<file path="src/rtl/dhcp_lease_pool_allocator_macros.svh">
// Assertion macros for the DHCP lease pool allocator.
// Used by the RTL files that carry concurrent checks; expects clk and rst in scope.
`ifndef DHCP_LEASE_POOL_ALLOCATOR_MACROS_SVH
`define DHCP_LEASE_POOL_ALLOCATOR_MACROS_SVH
`ifndef SYNTHESIS
// Property checked on every clock edge outside reset.
`define DLPA_ASSERT(label, prop) \
  label: assert property (@(posedge clk) disable iff (rst) prop) \
    else $error("dlpa assertion failed");
// Property checked on every clock edge, reset included.
`define DLPA_ASSERT_ALWAYS(label, prop) \
  label: assert property (@(posedge clk) prop) \
    else $error("dlpa assertion failed");
`else
`define DLPA_ASSERT(label, prop)
`define DLPA_ASSERT_ALWAYS(label, prop)
`endif
`endif

</file>
<file path="src/rtl/dlpa_pkg.sv">
// Shared constants, codes and types for the DHCP lease pool allocator.
// No dependencies; imported by every RTL module of the block except dlpa_alu.
package dlpa_pkg;

  localparam int POOL_SIZE = 256;
  localparam int IDX_W     = 8;
  localparam int CNT_W     = 9;
  localparam int Q_DEPTH   = 512;
  localparam int QA_W      = 9;
  localparam int QF_W      = 10;

  localparam logic [31:0] LEASE_SECONDS = 32'd60;

  // Message types.
  localparam logic [1:0] OP_DISCOVER = 2'd0;
  localparam logic [1:0] OP_REQUEST  = 2'd1;
  localparam logic [1:0] OP_RELEASE  = 2'd2;

  // Reply kinds.
  localparam logic [1:0] KIND_NONE  = 2'd0;
  localparam logic [1:0] KIND_OFFER = 2'd1;
  localparam logic [1:0] KIND_ACK   = 2'd2;
  localparam logic [1:0] KIND_NAK   = 2'd3;

  // Configuration register indexes.
  localparam logic [1:0] CFG_SERVER_IP  = 2'd0;
  localparam logic [1:0] CFG_POOL_START = 2'd1;
  localparam logic [1:0] CFG_POOL_COUNT = 2'd2;

  // Write and read commands for the lease store.
  typedef struct packed {
    logic             we_mac;
    logic             we_end;
    logic [IDX_W-1:0] waddr;
    logic [47:0]      mac;
    logic [31:0]      end_time;
    logic [IDX_W-1:0] raddr;
  } store_cmd_t;

  // Write and read commands for the free index queue.
  typedef struct packed {
    logic             we;
    logic [QA_W-1:0]  waddr;
    logic [IDX_W-1:0] wdata;
    logic [QA_W-1:0]  raddr;
  } queue_cmd_t;

endpackage

</file>
<file path="src/rtl/dlpa_queue.sv">
// Storage of the free index queue, one write and one registered read a cycle.
// Depends on dlpa_pkg for widths and the queue command struct.
module dlpa_queue (
  input  logic                      clk,
  input  dlpa_pkg::queue_cmd_t      cmd,
  output logic [dlpa_pkg::IDX_W-1:0] rdata
);
  import dlpa_pkg::*;

  logic [IDX_W-1:0] mem [Q_DEPTH];

  // Pointer arithmetic lives in the sequencer; this is the array only.
  always_ff @(posedge clk) begin
    if (cmd.we) begin
      mem[cmd.waddr] <= cmd.wdata;
    end
    rdata <= mem[cmd.raddr];
  end

endmodule

</file>
<file path="config.mk">
export PLATFORM = sky130hd
export DESIGN_NAME = dlpa_queue
export DESIGN_NICKNAME = d
export VERILOG_FILES = /design/src/rtl/dhcp_lease_pool_allocator_macros.svh /design/src/rtl/dlpa_pkg.sv /design/src/rtl/dlpa_queue.sv
export SDC_FILE = /design/constraint.sdc
export NUM_CORES = 2
export LEC_CHECK = 0
export BUFFER_PORTS_ARGS = -buffer_cell sky130_fd_sc_hd__clkbuf_2
export CAP_MARGIN = 40
export CORE_MARGIN = 2
export CORE_UTILIZATION = 55
export DETAILED_ROUTE_END_ITERATION = 7
export PLACE_DENSITY = 0.7
export RECOVER_POWER = 50
export REMOVE_ABC_BUFFERS = 1
export SETUP_SLACK_MARGIN = 0.4
export SYNTH_ARGS = -nofsm -noshare
export SYNTH_HDL_FRONTEND = slang
export SYNTH_SLANG_ARGS = --single-unit
export TNS_END_PERCENT = 10
</file>
<file path="constraint.sdc">
create_clock -name clk -period 6.13 [get_ports clk]
set_input_delay 0.3065 -clock clk [delete_from_list [all_inputs] [get_ports clk]]
set_output_delay 0.3065 -clock clk [all_outputs]
set_load 0.01 [all_outputs]
</file>
=== Word level (Yosys, flattened, before mapping) ===
Memories as Yosys holds them, arrays and structs flattened. A register that Yosys moved wholly into a read port is not among the register bits.
Cells that the tools add are included.

* Memory bits (writable): 4096
* Output and inout port bits: 8
* Memories: 1
* Bits in registers: 0

{| class="wikitable"
|+ Memories
! memory !! depth !! bits a word !! read ports !! clocked after Yosys merged registers in !! write ports !! RTL line !! text
|-
| mem || 512 || 8 || 1 || 1 || 1 || dlpa_queue.sv:10 || <nowiki>logic [IDX_W-1:0] mem [Q_DEPTH];</nowiki>
|}

* Muxes and demuxes: 2

{| class="wikitable"
|+ Operator list
! kind !! count
|-
| 1-bit two-way mux || 2
|}

=== Depth between registers and ports, before layout ===
* Depth in word-level cells: 2
* Gate-level depth with buffers: 12
* Gate-level depth less buffers: 7

=== Least setup slack after synthesis ===
No wires, ideal clock.

* Path type: in2reg
* Start point: input cmd[0] (netlist name)
* End point: register rdata[0] (netlist name) (read register of mem)
* Required time: 6.012 ns
* Setup time: 0.118 ns
* Setup slack: 3.852 ns
* Arrival: 2.161 ns
* Cell stages on the path: 10
* Cell sequence: buf_4 -> buf_12 -> buf_12 -> buf_2 -> mux4_2 -> o21ai_0 -> nand3_1 -> nand4_1 -> o21ai_0 -> o2111a_1

{| class="wikitable"
|+ RTL lines
! element !! RTL line !! text
|-
| from (decl) || dlpa_queue.sv:5 || <nowiki>input dlpa_pkg::queue_cmd_t cmd,</nowiki>
|-
| to (decl) || dlpa_queue.sv:6 || <nowiki>output logic [dlpa_pkg::IDX_W-1:0] rdata</nowiki>
|}

=== Worst setup path after layout ===
* Start point: input cmd[16] (netlist name)
* End point: memory mem[114][7] (data pin)

{| class="wikitable"
|+ RTL lines
! element !! RTL line
|-
| to (decl) || dlpa_queue.sv:10
|}

No word-level cell before the write port.

==> metrics.txt <==
# TYPE chip_impl_metric gauge
chip_impl_info{name="outcome",value="complete, but fails checks"} 1
chip_impl_info{name="failed_checks",value="max-capacitance violations, max-slew violations"} 1
chip_impl_metric{name="drt_iter0_drc",unit=""} 11900
chip_impl_metric{name="p_leak",unit="µW"} 0.0559
chip_impl_metric{name="worst_case_headroom_to_the_max_slew_limit",unit="%"} -212
chip_impl_metric{name="r2r_cells",unit=""} 7
chip_impl_metric{name="fin_crit_sh",unit="%"} 74.4
chip_impl_metric{name="fin_nets",unit=""} 8185
chip_impl_metric{name="drive_above_1_share",unit="%"} 17.4
chip_impl_metric{name="post_drt_via_cell_ratio",unit=""} 6.64
chip_impl_metric{name="placement.io_buffers",unit=""} 35
chip_impl_metric{name="post-route-drc-count",unit=""} 0
chip_impl_metric{name="wire_per_inst",unit="µm"} 32.6
chip_impl_metric{name="finalNonFillerCells",unit=""} 12400
chip_impl_metric{name="detailedRoute.firstPassIterationCount",unit=""} 6
chip_impl_metric{name="finalHoldWorstSlack",unit="ps"} 202
chip_impl_metric{name="vias",unit=""} 82100
chip_impl_info{name="yosys-top-cells-count",value="edfxtp_1 (4096), mux2i_1 (797), mux4_2 (654)"} 1
chip_impl_metric{name="globalRoute.totalOverflow",unit=""} 0
chip_impl_metric{name="clk_pin_slew_worst_paths",unit="ps"} 60
chip_impl_metric{name="design.portCount",unit=""} 36
chip_impl_info{name="setup_repair_after_global_routing_missed_its_margin",value="false"} 1
chip_impl_metric{name="worst-endpoint-arrival",unit="ps"} 4690
chip_impl_metric{name="placement_rows",unit=""} 197
chip_impl_metric{name="clock_sink_count",unit=""} 4104
chip_impl_metric{name="synthCells",unit=""} 8030
chip_impl_metric{name="maxCapViolations",unit=""} 17
chip_impl_info{name="r2r-end",value="rdata[3]"} 1
chip_impl_metric{name="synth.ff_latch_count",unit=""} 4104
chip_impl_metric{name="powerDensity",unit="nW/µm²"} 327
chip_impl_metric{name="tightestPinTransition",unit="ps"} 4670
chip_impl_metric{name="pin_count_of_the_biggest_net_entering_global_routing",unit=""} 201
chip_impl_metric{name="ys_types",unit=""} 51
chip_impl_metric{name="tritoncts.num_buffers",unit=""} 402
chip_impl_metric{name="min_path_cells",unit=""} 3
chip_impl_info{name="timing.critical_path.from_type",value="input pin"} 1
chip_impl_metric{name="reg2reg_setup_slack",unit="ps"} 3020
chip_impl_metric{name="drt.antenna.violating_nets",unit=""} 0
chip_impl_metric{name="clock_path_buffers",unit=""} 4
chip_impl_metric{name="place_worst_setup_slack",unit="ps"} 1550
chip_impl_info{name="min_from",value="cmd[18]"} 1
chip_impl_info{name="clock-root-buffer",value="clkbuf_16"} 1
chip_impl_metric{name="floorplan.initialDensity",unit="%"} 55.4
chip_impl_metric{name="min_period",unit="ps"} 4560
chip_impl_info{name="synthFlopType",value="edfxtp_1"} 1
chip_impl_metric{name="setup_slack",unit="ps"} 1570
chip_impl_metric{name="synth_sequential_area_ratio",unit="%"} 77.0
chip_impl_info{name="post-synth-top-area-cell",value="edfxtp_1"} 1
chip_impl_metric{name="area_growth_syn_to_layout",unit="%"} 10.9
chip_impl_metric{name="final-hold-violation-count",unit=""} 0
chip_impl_metric{name="number_of_antenna_violations_at_the_first_check_in_global_routing",unit=""} 19
chip_impl_metric{name="design.die.area",unit="µm²"} 295000
chip_impl_metric{name="clkLatencyLatePin",unit="ps"} 950
chip_impl_metric{name="achievable-frequency",unit="MHz"} 219
chip_impl_metric{name="maximum_vdd_drop",unit="V"} 0.000262
chip_impl_metric{name="detail_route.wirelength",unit="µm"} 403000
chip_impl_metric{name="number_of_synthesized_flops_with_an_enable_pin",unit=""} 4096
chip_impl_metric{name="dieWidth",unit="µm"} 543
chip_impl_info{name="tritoncts",value="built"} 1
chip_impl_info{name="endpoint_kind",value="flop"} 1
chip_impl_metric{name="die_y",unit="µm"} 543
chip_impl_metric{name="place_inst",unit=""} 11600
chip_impl_metric{name="grt_pass1_wl",unit="µm"} 578000
chip_impl_info{name="ws_path_type",value="input pin to flop"} 1
chip_impl_metric{name="netlist_area",unit="µm²"} 160000
chip_impl_metric{name="ys_warn_count",unit=""} 0
chip_impl_metric{name="detailedPlacementHpwl",unit="µm"} 241000
chip_impl_metric{name="post_cts_resize_count",unit=""} 0
chip_impl_metric{name="finClkSkew",unit="ps"} 51.4
chip_impl_info{name="most_common_cell_in_the_netlist",value="edfxtp_1"} 1
chip_impl_metric{name="routabilityCongestion",unit=""} 0.906
chip_impl_metric{name="core_area",unit="µm²"} 289000
chip_impl_metric{name="fin_tns_setup",unit="ps"} 0
chip_impl_metric{name="yosys.area.top_type_share",unit="%"} 76.9
chip_impl_info{name="yosys-top-cells-area",value="edfxtp_1 (77%), mux4_2 (9.2%), mux2i_1 (5.0%)"} 1
chip_impl_metric{name="post_synth_arst_share",unit="%"} 0
chip_impl_info{name="reg2reg_from",value="mem[56][3]"} 1
chip_impl_metric{name="syn_avg_cell_area",unit="µm²"} 19.9
chip_impl_info{name="hp-class",value="input pin to flop"} 1
chip_impl_metric{name="h_tree_lvl_count",unit=""} 5
chip_impl_metric{name="final_max_slew_viol_count",unit=""} 1602
chip_impl_metric{name="gr-usage-all-layers",unit="%"} 27.2
chip_impl_metric{name="crit_required",unit="ps"} 6260
chip_impl_metric{name="final_cell_utilization_of_the_core",unit="%"} 61.5
chip_impl_metric{name="grt_pass1_vias",unit=""} 80700
chip_impl_metric{name="worstPathMaxFanout",unit=""} 178
chip_impl_metric{name="post-cts-setup-buffer-count",unit=""} 0
chip_impl_info{name="worst_hold_path.endpoint",value="mem[203][5]"} 1
chip_impl_metric{name="setup-violations-final",unit=""} 0
[logic make-up (layout without fill, tap and decap cells)]
kind of cell / Yosys count / after routing / synth area share (%)
other: 0 / 9 / 0
buffers and inverters: 516 / 976 / 1.85
AO/OA/AOI/OAI: 979 / 979 / 4.31
flip-flops: 4104 / 4104 / 77.0
AND/OR/NAND/NOR: 980 / 980 / 2.63
multiplexers: 1451 / 1451 / 14.2
[stage by stage]
| stage | cell area, µm² | power (µW) |
|---|---|---|
| after floorplan | 157000 | 32600 |
| after global placement | 164000 | 34200 |
| after detailed placement | 165000 | 34300 |
| after CTS | 178000 | 58200 |
| after global routing | 177000 | 59400 |
| final | 177000 | 58100 |
[worst max-delay path, stage by stage]
cell           delay, ps
dlygate4sd3_1        560
buf_8                540
clkbuf_2            2980
[report_power, final]
group          internal, µW  switching, µW
logic                   863           1880
clock network         13900          10400
registers             30900           55.9
[area by class of cell]
cell class	count	area (µm²)
antenna	9	22.5
sequential	4104	123000
multi-input combinational	3410	34000
timing repair buffer	236	2360
tap	3880	4850
fill	19800	111000
inverter	3	18.8
clock buffer	490	10600
clock inverter	247	2370
[metal layers]
metal / vias to the layer above / track usage, % / share of wire (%)
li1: 33700 / - / -
met4: 10 / 11.2 / 4.6
met1: 42800 / 38.3 / 38
met3: 839 / 4.55 / 10
met5: - / 0 / 0.018
met2: 4790 / 42.7 / 48
[state kept, by name, indices dropped and copies added (netlist names)]
name   cells
mem     4096
rdata      8
[worst max path at each step]
| stage | startpoint | to | slack (ps) | cells past startpoint |
|---|---|---|---|---|
| 5_1_grt | cmd[11] | mem[163][2] | 1310 | 3 |
| 4_1_cts | cmd[2] | rdata[0] | 2550 | 11 |
| 3_5_place_dp | cmd[2] | rdata[0] | 1550 | 11 |
| 3_3_place_gp | cmd[4] | rdata[5] | 1110 | 8 |
| 2_1_floorplan | cmd[2] | rdata[6] | -2810 | 7 |
| 6_report | cmd[16] | mem[114][7] | 1570 | 3 |
[cell usage in the layout (no fill, tap or decap), types with 7 or more instances in the layout]
cell | netlist | final
edfxtp_1 | 4096 | 4096
mux2i_1 | 797 | 797
mux4_2 | 654 | 654
nor2_1 | 597 | 597
clkbuf_16 | 0 | 410
o221ai_1 | 371 | 371
a21oi_1 | 194 | 194
o22ai_1 | 163 | 163
o21ai_0 | 118 | 118
buf_4 | 70 | 111
nor3_1 | 109 | 106
nand2_1 | 111 | 97
clkbuf_1 | 265 | 95
clkinv_1 | 0 | 85
clkinv_2 | 0 | 83
a22oi_1 | 61 | 61
buf_12 | 5 | 40
bufinv_16 | 0 | 37
nand3_1 | 36 | 32
nor4_1 | 36 | 32
nand4_1 | 32 | 32
clkbuf_2 | 0 | 28
and2_1 | 20 | 19
a211oi_1 | 17 | 17
clkinvlp_4 | 0 | 14
o31ai_1 | 13 | 13
nand2_4 | 0 | 12
buf_2 | 57 | 11
diode_2 | 0 | 9
buf_16 | 0 | 9
o2111a_1 | 8 | 8
inv_6 | 0 | 8
clkinv_4 | 0 | 8
dlygate4sd3_1 | 0 | 8
dfxtp_1 | 8 | 8
nor3b_1 | 8 | 7
[what timing repair did]
action,in CTS,in global routing
hold buffers,8,0
endpoints found under the setup margin,0,0
endpoints found under the hold margin,538,0
Note: power is estimated with default switching activity, not from simulation.
