==> config.mk <==
export PLATFORM = sky130hd
export DESIGN_NAME = dlpa_alu
export DESIGN_NICKNAME = d
export VERILOG_FILES = /design/src/rtl/dhcp_lease_pool_allocator_macros.svh /design/src/rtl/dlpa_alu.sv
export SDC_FILE = /design/constraint.sdc
export NUM_CORES = 1
export LEC_CHECK = 0
export BUFFER_PORTS_ARGS = -buffer_cell sky130_fd_sc_hd__buf_2
export CORE_AREA = 2 2 68 70
export DETAILED_ROUTE_END_ITERATION = 8
export DIE_AREA = 0 0 70 72
export PLACE_DENSITY_LB_ADDON = 0.1
export SYNTH_ARGS = -nofsm -noshare
export SYNTH_HDL_FRONTEND = slang
export SYNTH_SLANG_ARGS = --single-unit
==> constraint.sdc <==
create_clock -name vclk -period 11.2
set_clock_uncertainty 0.1 [all_clocks]
set_input_delay 1.68 -clock vclk [all_inputs]
set_output_delay 1.68 -clock vclk [all_outputs]
set_load 0.005 [all_outputs]
==> src/rtl/dhcp_lease_pool_allocator_macros.svh <==
// Assertion macros for the DHCP lease pool allocator.
// Used by the RTL files that carry concurrent checks; expects clk and rst in scope.
`ifndef DHCP_LEASE_POOL_ALLOCATOR_MACROS_SVH
`define DHCP_LEASE_POOL_ALLOCATOR_MACROS_SVH
`ifndef SYNTHESIS
// Property checked on every clock edge outside reset.
`define DLPA_ASSERT(label, prop) \
  label: assert property (@(posedge clk) disable iff (rst) prop) \
    else $error("dlpa assertion failed");
// Property checked on every clock edge, reset included.
`define DLPA_ASSERT_ALWAYS(label, prop) \
  label: assert property (@(posedge clk) prop) \
    else $error("dlpa assertion failed");
`else
`define DLPA_ASSERT(label, prop)
`define DLPA_ASSERT_ALWAYS(label, prop)
`endif
`endif

==> src/rtl/dlpa_alu.sv <==
// Shared 32-bit adder/subtractor used by the allocator sequencer.
// Depends on nothing but its operands; carry out is high when a >= b on subtract.
module dlpa_alu (
  input  logic [31:0] a,
  input  logic [31:0] b,
  input  logic        sub,
  output logic [31:0] y,
  output logic        carry
);

  logic [32:0] sum;

  // One adder serves both add and subtract through an inverted operand.
  assign sum   = {1'b0, a} + {1'b0, (sub ? ~b : b)} + {32'd0, sub};
  assign y     = sum[31:0];
  assign carry = sum[32];

endmodule

Yosys cells after proc, flatten, opt, wreduce, memory -nomap -nowiden
Index checks and enable logic that the tools add are counted.
{"block": "classes", "n_addsub": 2, "n_mul": 0, "n_div": 0, "n_lt_le_gt_ge": 0, "eq_ne": 0, "shifts": 0, "n_mux": 1, "bitwise": 1, "reduce_logical": 0}
{"op": "32-bit by 32-bit adder with 33-bit output", "count": 1}
{"op": "33-bit by 1-bit adder with 33-bit output", "count": 1}
{"op": "32-bit two-way mux", "count": 1}
{"op": "32-bit NOT", "count": 1}
{"block": "word_totals", "regBits": 0, "latch_bits": 0, "ram_bits": 0, "rom_bits": 0, "input_bits": 65, "out_inout_bits": 33, "word_cells": 4, "n_memories": 0}

Logic depth before layout (Yosys ltp)
Gate-level depths: netlist of run 1.
{"block": "logic_depth", "word_depth": 4, "mapped_depth": 11}

Worst setup path before layout of run 1
No wires, ideal clock.
{"block": "synth_path", "path_type": "in2out", "startpoint": "input port sub", "endpoint": "output port y[28]", "arrival_time_ps": 4422, "t_required_ps": 9420, "path_slack_ps": 4998, "path_stages": 11, "path_cell_list": "buf_2 clkbuf_1 xor2_1 ha_1 a21o_1 a21o_1 a221o_1 a221o_1 a31o_2 a2111oi_0 nor4bb_1"}
{"block": "synth_between", "elab_chain_len": 3}
{"element": "from (decl)", "line_no": "dlpa_alu.sv:6", "source": "input logic sub,"}
{"element": "32-bit two-way mux", "line_no": "dlpa_alu.sv:14", "source": "assign sum = {1'b0, a} + {1'b0, (sub ? ~b : b)} + {32'd0, sub};"}
{"element": "32-bit by 32-bit adder with 33-bit output", "line_no": "dlpa_alu.sv:14"}
{"element": "33-bit by 1-bit adder with 33-bit output *", "line_no": "dlpa_alu.sv:14"}
{"element": "to (decl)", "line_no": "dlpa_alu.sv:7", "source": "output logic [31:0] y,"}
Every way passes the cells marked *; elsewhere a longest branch is shown, timed or not.

Worst setup path after layout of run 1
{"block": "layout_path", "startpoint": "input port sub", "endpoint": "output port carry"}
{"block": "layout_between", "elab_chain_len": 3}
{"element": "32-bit two-way mux", "line_no": "dlpa_alu.sv:14"}
{"element": "32-bit by 32-bit adder with 33-bit output", "line_no": "dlpa_alu.sv:14"}
{"element": "33-bit by 1-bit adder with 33-bit output *", "line_no": "dlpa_alu.sv:14"}
{"element": "to (decl)", "line_no": "dlpa_alu.sv:8", "source": "output logic carry"}
Marked as above.

==> impl_results.md, run 1 <==
- Status: finished clean
- Crit path capture: carry
- Die H: ~72 um
- Boundary Pins: 98
- Area overhead of the layout relative to synthesis: 24.8%
- Number of nets in the final layout: ~480
- Die extent in x: about 70 um
- Largest net degree at the start of global routing: 33
- First-pass iteration count of the detailed router: 4
- Data arrival at the endpoint of the critical path: 4910 ps
- Family with the most delay on the worst path: compound AO/OA/AOI/OAI gates
- Worst-path cell with the longest stage delay: sky130_fd_sc_hd__buf_2
- Net Count, Synth: between 300 and 400
- Max Cap Viol: 0
- Most common cell after layout, fill and taps aside: sky130_fd_sc_hd__buf_2
- Total of warnings raised by yosys: 0
- Area fraction of the dominant cell type after synthesis: 20.2%
- Sort of element at the start of the critical path: primary input
- Commonest cells after routing, fill and taps aside: sky130_fd_sc_hd__buf_2, sky130_fd_sc_hd__xor2_1, sky130_fd_sc_hd__ha_1, sky130_fd_sc_hd__a21oi_1, sky130_fd_sc_hd__nand2_1
- Total wirelength of the detailed-routed design: between 5 and 6 mm
- Core region area: 4260 um^2
- Sequential cells: 0
- Diodes inserted: 0
- Final Instance Area: between 2000 and 3000 um^2
- Setup repair after global routing missed its margin: no
- Final Critical Period: about 6700 ps
- # resized after CTS: 0
- DRT antenna net count: 0
- Number of setup violations in the final report: 0
- Total vias in the final route: about 2,400
- Wirelength per Cell: approximately 13 um
- Die Area: just over 5000 um^2
- Placed standard-cell area: 2630 um^2
- Crit. End Element: output pin
- Least-Margin Pin Slew: between 800 and 900 ps
- Total count of max-transition violations in the final report: 0
- Slowest stage delay, CP: between 600 and 700 ps
- Worst hold-check path type: primary input to output pin
- Number of different library cells in the post-synthesis netlist: 46
- FILL cells: ~430
- Relative slew margins: a little over two fifths
- Critical-path maximum fanout: 32
- Count of port buffers added during placement: 98
- Required arrival time at the worst endpoint: approximately 9400 ps
- Remaining global-route overflow: 0
- Number of placement rows: 24
- Via/cell ratio: roughly 5.6
- Count of mapped cells out of synthesis: approximately 290
- FF+latch area: 0 um^2
- Maximum clock rate: 149 MHz
- Effective utilization at floorplan: roughly half
- Cell chain of the critical path: buf_2 -> xor2_1 -> inv_1 -> fa_1 -> nor2b_1 -> o21bai_1 -> a31oi_1 -> o22ai_1 -> a21oi_1 -> a21oi_1 -> o31ai_1 -> buf_2
- Final total negative setup slack: 0 ps
- HPWL reported at the end of detailed placement: about 4.7 mm
- Number of endpoints with negative hold slack in the final report: 0
- Vias in the first global route: 2,172
- Post-synthesis instance area: between 2000 and 2500 um^2
- Clock buffer instance count of the final layout: 0
- Iter 0 DRT Violations: 98
- Number of buffers added for setup after CTS: 0
- Critical path class: primary input to output pin
- Sum of buffers and inverters on the critical path: 3
- Worst setup timing slack at the placement stage: roughly 4500 ps
- Antenna violations before repair: 0
- Overall track demand over capacity in global routing: a little over a fifth
- Power after layout: between 0.0002 and 0.00025 W
- Sequential share of the synthesized area: 0%
- Final cell utilization of the core: between 60% and 70%
- # DRC: 0
- Largest cells by area after synthesis: sky130_fd_sc_hd__ha_1, sky130_fd_sc_hd__xor2_1, sky130_fd_sc_hd__a21oi_1, sky130_fd_sc_hd__xnor2_1, sky130_fd_sc_hd__a21o_1
- Post-synth top area cell: sky130_fd_sc_hd__ha_1
- Post-Synthesis Mean Instance Area: roughly 7.4 um^2
- Critical path depth: 12
- Maximum VDD drop: ~0.042 mV
- Pwr per Cell Area: about 87 nW/um^2
- Fraction of final layout cells sized beyond drive strength 1: 27.1%
- CTS Hold Bufs: 0
- Final RePlAce weighted congestion: around 0.88
- Static leakage: 1.40 nW
- Global-route wire length before repair: around 9.5 mm
- Worst Slack Setup Final: 4510 ps
- Startpoint of the worst setup timing path: sub
- Post-route clock period utilization: ~60%
metrics by stage:
| stage | std cells | hold slack (ps) |
|---|---|---|
| finish | 428 | 3530 |
| global route | 428 | 3560 |
| CTS | 428 | 3530 |
| detailed placement | 428 | 3530 |
| global placement | 428 | 3530 |
| floorplan | 286 | 3310 |
where the power goes:
group	internal [W]	switching [W]
logic	0.000108	0.000120
clock network	0	0
registers	0	0
routing by layer:
layer / vias to the layer above / part of all wire (%) / global-route usage [%] / wire length [um]
li1: 1252 / - / - / -
met1: 1084 / 48 / 31.4 / 2660
met2: 72 / 47 / 36.9 / 2620
met3: 4 / 4.7 / 0.556 / 263
met4: 0 / 0.61 / 1.71 / 34
met5: - / 0 / 0 / 0
synth_stat cells (8+ instances only):
| cell | n |
|---|---|
| sky130_fd_sc_hd__xnor2_1 | 17 |
| sky130_fd_sc_hd__a21o_1 | 16 |
| sky130_fd_sc_hd__a21oi_1 | 31 |
| sky130_fd_sc_hd__nand2_1 | 19 |
| sky130_fd_sc_hd__nand3_1 | 12 |
| sky130_fd_sc_hd__inv_1 | 9 |
| sky130_fd_sc_hd__nor2_1 | 10 |
| sky130_fd_sc_hd__ha_1 | 34 |
| sky130_fd_sc_hd__xor2_1 | 41 |
| sky130_fd_sc_hd__o21ai_0 | 8 |
area by class of cell:
| class | instances | area [um^2] | area share [%] |
|---|---|---|---|
| Multi-Input combinational cell | 269 | 2040 | 77.6 |
| Tap cell | 52 | 65.1 | 2.48 |
| Inverter | 9 | 33.8 | 1.29 |
| Timing Repair Buffer | 98 | 490 | 18.7 |
how the worst min path moves through the flow:
stage           end  slack, ps  from  cells after the start
2_1_floorplan  y[0]       3310  b[0]                      1
3_3_place_gp   y[0]       3530  a[0]                      3
3_5_place_dp   y[0]       3530  a[0]                      3
4_1_cts        y[0]       3530  a[0]                      3
5_1_grt        y[0]       3560  a[0]                      3
6_report       y[0]       3530  a[0]                      3
kinds of logic after synthesis:
kind of cell | count (synthesis) | synth area share (%)
xor+xnor | 58 | 24.1
buf+inv | 17 | 3.15
fa+ha+maj | 35 | 21.2
compound gates | 102 | 32.9
mux | 2 | 0.951
simple gates | 72 | 17.7
No activity file was read; power rests on OpenSTA's default activity.
==> run 2, diff against run 1 <==
CORE_AREA = 2 2 72 74   (was 2 2 68 70)
DIE_AREA = 0 0 74 76   (was 0 0 70 72)
clock period = 5.8 ns   (was 11.2 ns; I/O delays follow)
==> impl_results.md, run 2 (synthesis gave the netlist of run 1 again) <==
- Number of placement rows: 26 (+8.3%)
- Total count of max-transition violations in the final report: 0 (unchanged)
- Most common cell after layout, fill and taps aside: sky130_fd_sc_hd__buf_2
- Detailed route wirelength on metal2: 2.76 mm (+5.2%)
- Critical-path maximum fanout: 16 (-50%)
- # resized after CTS: 0 (unchanged)
- Met1 routed wirelength after detailed routing: 2.71 mm (+2.0%)
- Power share of the sequential group: 0% (unchanged)
- Share of total power consumed by net switching: 52.5% (-0.073 points)
- FF+latch area: 0 um^2 (unchanged)
- Critical path class: primary input to output pin
- Final Critical Period: ~4700 ps
- Maximum VDD drop: 0.0829 mV (+96%)
- DRT antenna net count: 0 (unchanged)
- Wirelength per Cell: 12.8 um (-1.7%)
- Largest net degree at the start of global routing: 18 (-45%)
- Count of port buffers added during placement: 98 (unchanged)
- Logic pwr share: 100.0% (about the same)
- Antenna violations before repair: 0 (unchanged)
- Power after layout: 0.000442 W (+94%)
- FILL cells: 516 (+19%)
- Final cell utilization of the core: 54.4% (-7.3 points)
- Pwr per Cell Area: 166 nW/um^2 (+91%)
- Die H: 76 um (+5.6%)
- Die extent in x: 74 um (+5.7%)
- # DRC: 0 (unchanged)
- Clock power share: 0% (unchanged)
- Setup repair after global routing missed its margin: no
- HPWL reported at the end of detailed placement: 4.82 mm (+2.6%)
- Static leakage: 1.41 nW (+0.67%)
- First-pass iteration count of the detailed router: 4 (unchanged)
- Boundary Pins: 98 (unchanged)
- Number of buffers added for setup after CTS: 0 (unchanged)
- Placed standard-cell area: 2670 um^2 (+1.6%)
- Total vias in the final route: 2,393 (-0.79%)
- Final total negative setup slack: 0 ps (unchanged)
- Data arrival at the endpoint of the critical path: 3750 ps (-1160 ps)
- Via/cell ratio: 5.35 (-5.0%)
- Internal: 0.000210 W (+95%)
- Diodes inserted: 0 (unchanged)
- Worst hold-check path type: primary input to output pin
- Relative slew margins: 68.0% (+26 points)
- Max Cap Viol: 0 (unchanged)
- Effective utilization at floorplan: 42.9% (-6.5 points)
- Total wirelength of the detailed-routed design: 5.72 mm (+2.6%)
- Status: finished clean
- Sequential cells: 0 (unchanged)
- Area overhead of the layout relative to synthesis: 26.9%
- Die Area: 5620 um^2 (+12%)
- Net load switching power: 0.000232 W (+94%)
- Crit. End Element: output pin
- CTS Hold Bufs: 0 (unchanged)
- Detail Route met3 WL: 216 um (-18%)
- Number of setup violations in the final report: 0 (unchanged)
- Required arrival time at the worst endpoint: 4830 ps (-4590 ps)
- Worst hold margin: 1910 ps (-1610 ps)
- Top Layer Used: met4
- Maximum clock rate: about 210 MHz
- Post-route clock period utilization: between 80% and 90%
- Vias in the first global route: 2,278 (+4.9%)
- Overall track demand over capacity in global routing: 19.7% (-1.8 points)
- Core region area: 4910 um^2 (+15%)
- Commonest cells after routing, fill and taps aside: sky130_fd_sc_hd__buf_2, sky130_fd_sc_hd__xor2_1, sky130_fd_sc_hd__ha_1, sky130_fd_sc_hd__a21oi_1, sky130_fd_sc_hd__nand2_1
- Remaining global-route overflow: 0 (unchanged)
- Clock buffer instance count of the final layout: 0 (unchanged)
- Iter 0 DRT Violations: 87 (-11%)
- Number of endpoints with negative hold slack in the final report: 0 (unchanged)
- Number of nets in the final layout: 479 (+0.21%)
- Final Instance Area: 2670 um^2 (+1.6%)
- Fraction of final layout cells sized beyond drive strength 1: 27.3% (+0.19 points)
- Least-Margin Pin Slew: 480 ps (-392 ps)
- Sort of element at the start of the critical path: primary input
- Final RePlAce weighted congestion: 0.893 (+0.88%)
- Global-route wire length before repair: 9.56 mm (+0.95%)
run 2: changes by cell type in the layout (fill, tap and decap cells not counted):
| cell | previous run | this run |
|---|---|---|
| sky130_fd_sc_hd__buf_12 | 0 | 1 |
run 2: per-stage QoR:
stage               worst slack, ps  std cells
floorplan                      1220        286
global placement               1070        447
detailed placement             1060        447
CTS                            1050        447
global route                    862        447
finish                         1080        447
run 2: final cells by class:
class / instances / area [um^2] / share of cell area [%]
Multi-Input combinational cell: 269 / 2040 / 76.3
Tap cell: 70 / 87.6 / 3.28
Timing Repair Buffer: 99 / 510 / 19.1
Inverter: 9 / 33.8 / 1.26
run 2: power groups by stage:
| stage | logic, W | registers (W) | clock network, W |
|---|---|---|---|
| final | 0.000442 | 0 | 0 |
| after global routing | 0.000492 | 0 | 0 |
| after CTS | 0.000443 | 0 | 0 |
| after detailed placement | 0.000441 | 0 | 0 |
| after global placement | 0.000437 | 0 | 0 |
| after floorplan | 0.000294 | 0 | 0 |
run 2: worst paths after layout:
check	startpoint	endpoint	depth (start not counted)
max	sub	carry	12
min	a[0]	y[0]	3
run 2: metal layers:
metal  up-vias  track usage, %
li1       1257               -
met2        66            35.4
met5         -               0
met3         4           0.397
met4         0            1.64
met1      1066            26.8
run 2: critical path: stages:
cell and delay (ps):
sky130_fd_sc_hd__buf_2 380, sky130_fd_sc_hd__xor2_1 240, sky130_fd_sc_hd__inv_1 80, sky130_fd_sc_hd__fa_1 440, sky130_fd_sc_hd__nor2b_1 170, sky130_fd_sc_hd__o21bai_1 110
sky130_fd_sc_hd__a31oi_1 330, sky130_fd_sc_hd__o22ai_1 210, sky130_fd_sc_hd__a21oi_1 370, sky130_fd_sc_hd__a21oi_1 190, sky130_fd_sc_hd__o31ai_1 210, sky130_fd_sc_hd__buf_2 140
==> run 3, diff against run 2 <==
CORE_AREA = 2 2 68 70   (was 2 2 72 74)
DIE_AREA = 0 0 70 72   (was 0 0 74 76)
clock period = 4.81 ns   (was 5.8 ns; I/O delays follow)
==> impl_results.md, run 3 (synthesis gave the netlist of run 1 again) <==
- Post-route clock period utilization: between 90% and 100%
- FILL cells: 416 (-19%)
- Sort of element at the start of the critical path: primary input
- Number of endpoints with negative hold slack in the final report: 0 (unchanged)
- Maximum clock rate: between 200 and 250 MHz
- Multi-input gate area: 2040 um^2 (unchanged)
- # DRC: 0 (unchanged)
- Number of nets in the final layout: 480 (+0.21%)
- Final Instance Area: 2640 um^2 (-1.0%)
- # resized after CTS: 0 (unchanged)
- Sequential cells: 0 (unchanged)
- Setup repair after global routing missed its margin: no
- Count of port buffers added during placement: 98 (unchanged)
- Total wirelength of the detailed-routed design: 5.63 mm (-1.5%)
- Vias in the first global route: 2,118 (-7.0%)
- Critical-path maximum fanout: 14 (-2)
- Antenna violations before repair: 0 (unchanged)
- Hold_sp: a[0]
- Number of setup violations in the final report: 0 (unchanged)
- FF+latch area: 0 um^2 (unchanged)
- Least-Margin Pin Slew: 530 ps (+49.6 ps)
- Total vias in the final route: 2,377 (-0.67%)
- Worst setup timing slack at the placement stage: 274 ps (-783 ps)
- Number of placement rows: 24 (-7.7%)
- Cell total after placement: 430 (-3.8%)
- Startpoint of the worst setup timing path: sub
- Total count of max-transition violations in the final report: 0 (unchanged)
- Worst hold margin: 1610 ps (-299 ps)
- Static leakage: 1.41 nW (about the same)
- CTS Hold Bufs: 0 (unchanged)
- Final Critical Period: about 4600 ps
- DRT antenna net count: 0 (unchanged)
- Relative slew margins: 63.8% (-4.2 points)
- Fraction of final layout cells sized beyond drive strength 1: 27.5% (+0.19 points)
- Status: finished clean
- Final total negative setup slack: 0 ps (unchanged)
- Met3 track demand over resource: 0.694% (+0.30 points)
- Gr busiest metal: met2
- Iter 0 DRT Violations: 99 (+14%)
- Routing usage on met1: 29.0% (+2.1 points)
- HPWL reported at the end of detailed placement: 4.86 mm (+0.69%)
- Wirelength per Cell: 13.1 um (+2.4%)
- Maximum VDD drop: 0.0980 mV (+18%)
- Met2 track demand over resource: 37.1% (+1.7 points)
- Most common cell after layout, fill and taps aside: sky130_fd_sc_hd__buf_2
- Critical path class: primary input to output pin
- Core region area: 4260 um^2 (-13%)
- Count of non-filler cells in the finished layout: 430 (-3.8%)
- Commonest cells after routing, fill and taps aside: sky130_fd_sc_hd__buf_2, sky130_fd_sc_hd__xor2_1, sky130_fd_sc_hd__ha_1, sky130_fd_sc_hd__a21oi_1, sky130_fd_sc_hd__nand2_1
- Effective utilization at floorplan: 49.4% (+6.5 points)
- Pwr per Cell Area: 201 nW/um^2 (+22%)
- Clock buffer instance count of the final layout: 0 (unchanged)
- Worst Slack Setup Final: 223 ps (-860 ps)
- Area overhead of the layout relative to synthesis: 25.5%
- Data arrival at the endpoint of the critical path: 3770 ps (+20 ps)
- Worst hold-check path type: primary input to output pin
- Crit. End Element: output pin
- Boundary Pins: 98 (unchanged)
- Diodes inserted: 0 (unchanged)
- Overall track demand over capacity in global routing: 20.6% (+0.91 points)
- Remaining global-route overflow: 0 (unchanged)
- Required arrival time at the worst endpoint: 3990 ps (-840 ps)
- Die H: 72 um (-5.3%)
- First-pass iteration count of the detailed router: 4 (unchanged)
- Die Area: 5040 um^2 (-10%)
- Number of buffers added for setup after CTS: 0 (unchanged)
- Largest net degree at the start of global routing: 15 (-3)
- Placed standard-cell area: 2640 um^2 (-1.0%)
- Max Cap Viol: 0 (unchanged)
- Die extent in x: 70 um (-5.4%)
- Via/cell ratio: 5.53 (+3.3%)
- Global-route wire length before repair: 9.09 mm (-5.0%)
- Final RePlAce weighted congestion: 0.861 (-3.6%)
-- run 3: cell types whose count changed in the layout (fill, tap and decap cells not counted) --
| cell | previous run | this run |
|---|---|---|
| sky130_fd_sc_hd__buf_4 | 0 | 2 |
| sky130_fd_sc_hd__buf_12 | 1 | 0 |
-- run 3: area by class of cell --
| class | instances | area share (%) |
|---|---|---|
| Inverter | 9 | 1.28 |
| Timing Repair Buffer | 100 | 19.1 |
| Multi-Input combinational cell | 269 | 77.1 |
| Tap cell | 52 | 2.46 |
-- run 3: worst paths after layout --
kind / endpoint / slack [ps] / cells after the start
max: y[28] / 220 / 11
min: y[0] / 1610 / 3
-- run 3: worst max-delay path: stages --
cell                        delay (ps)
sky130_fd_sc_hd__buf_2             320
sky130_fd_sc_hd__buf_4             250
sky130_fd_sc_hd__xor2_1            210
sky130_fd_sc_hd__ha_1              300
sky130_fd_sc_hd__and4_1            240
sky130_fd_sc_hd__a221o_1           330
sky130_fd_sc_hd__a221o_1           320
sky130_fd_sc_hd__a31o_2            260
sky130_fd_sc_hd__a2111oi_0         550
sky130_fd_sc_hd__nor4bb_1          100
sky130_fd_sc_hd__buf_2             150
-- run 3: metal layers --
metal  routed length [um]  up-vias
met2                 2660       58
met3                  228        2
met5                    0        -
met4                   23        0
met1                 2720     1065
li1                     -     1252
-- run 3: report_power, final --
group / switching, W / leakage, nW / total, W / internal, W
combinational: 0.000280 / 1.41 / 0.000532 / 0.000252
sequential: 0 / 0 / 0 / 0
clock: 0 / 0 / 0 / 0
total: 0.000280 / 1.41 / 0.000532 / 0.000252
-- run 3: per-stage QoR --
step | util, % | total power, W
final | 62.0 | 0.000532
after global routing | 62.0 | 0.000589
after CTS | 62.0 | 0.000533
after detailed placement | 62.0 | 0.000530
after global placement | 62.0 | 0.000526
after floorplan | - | 0.000354
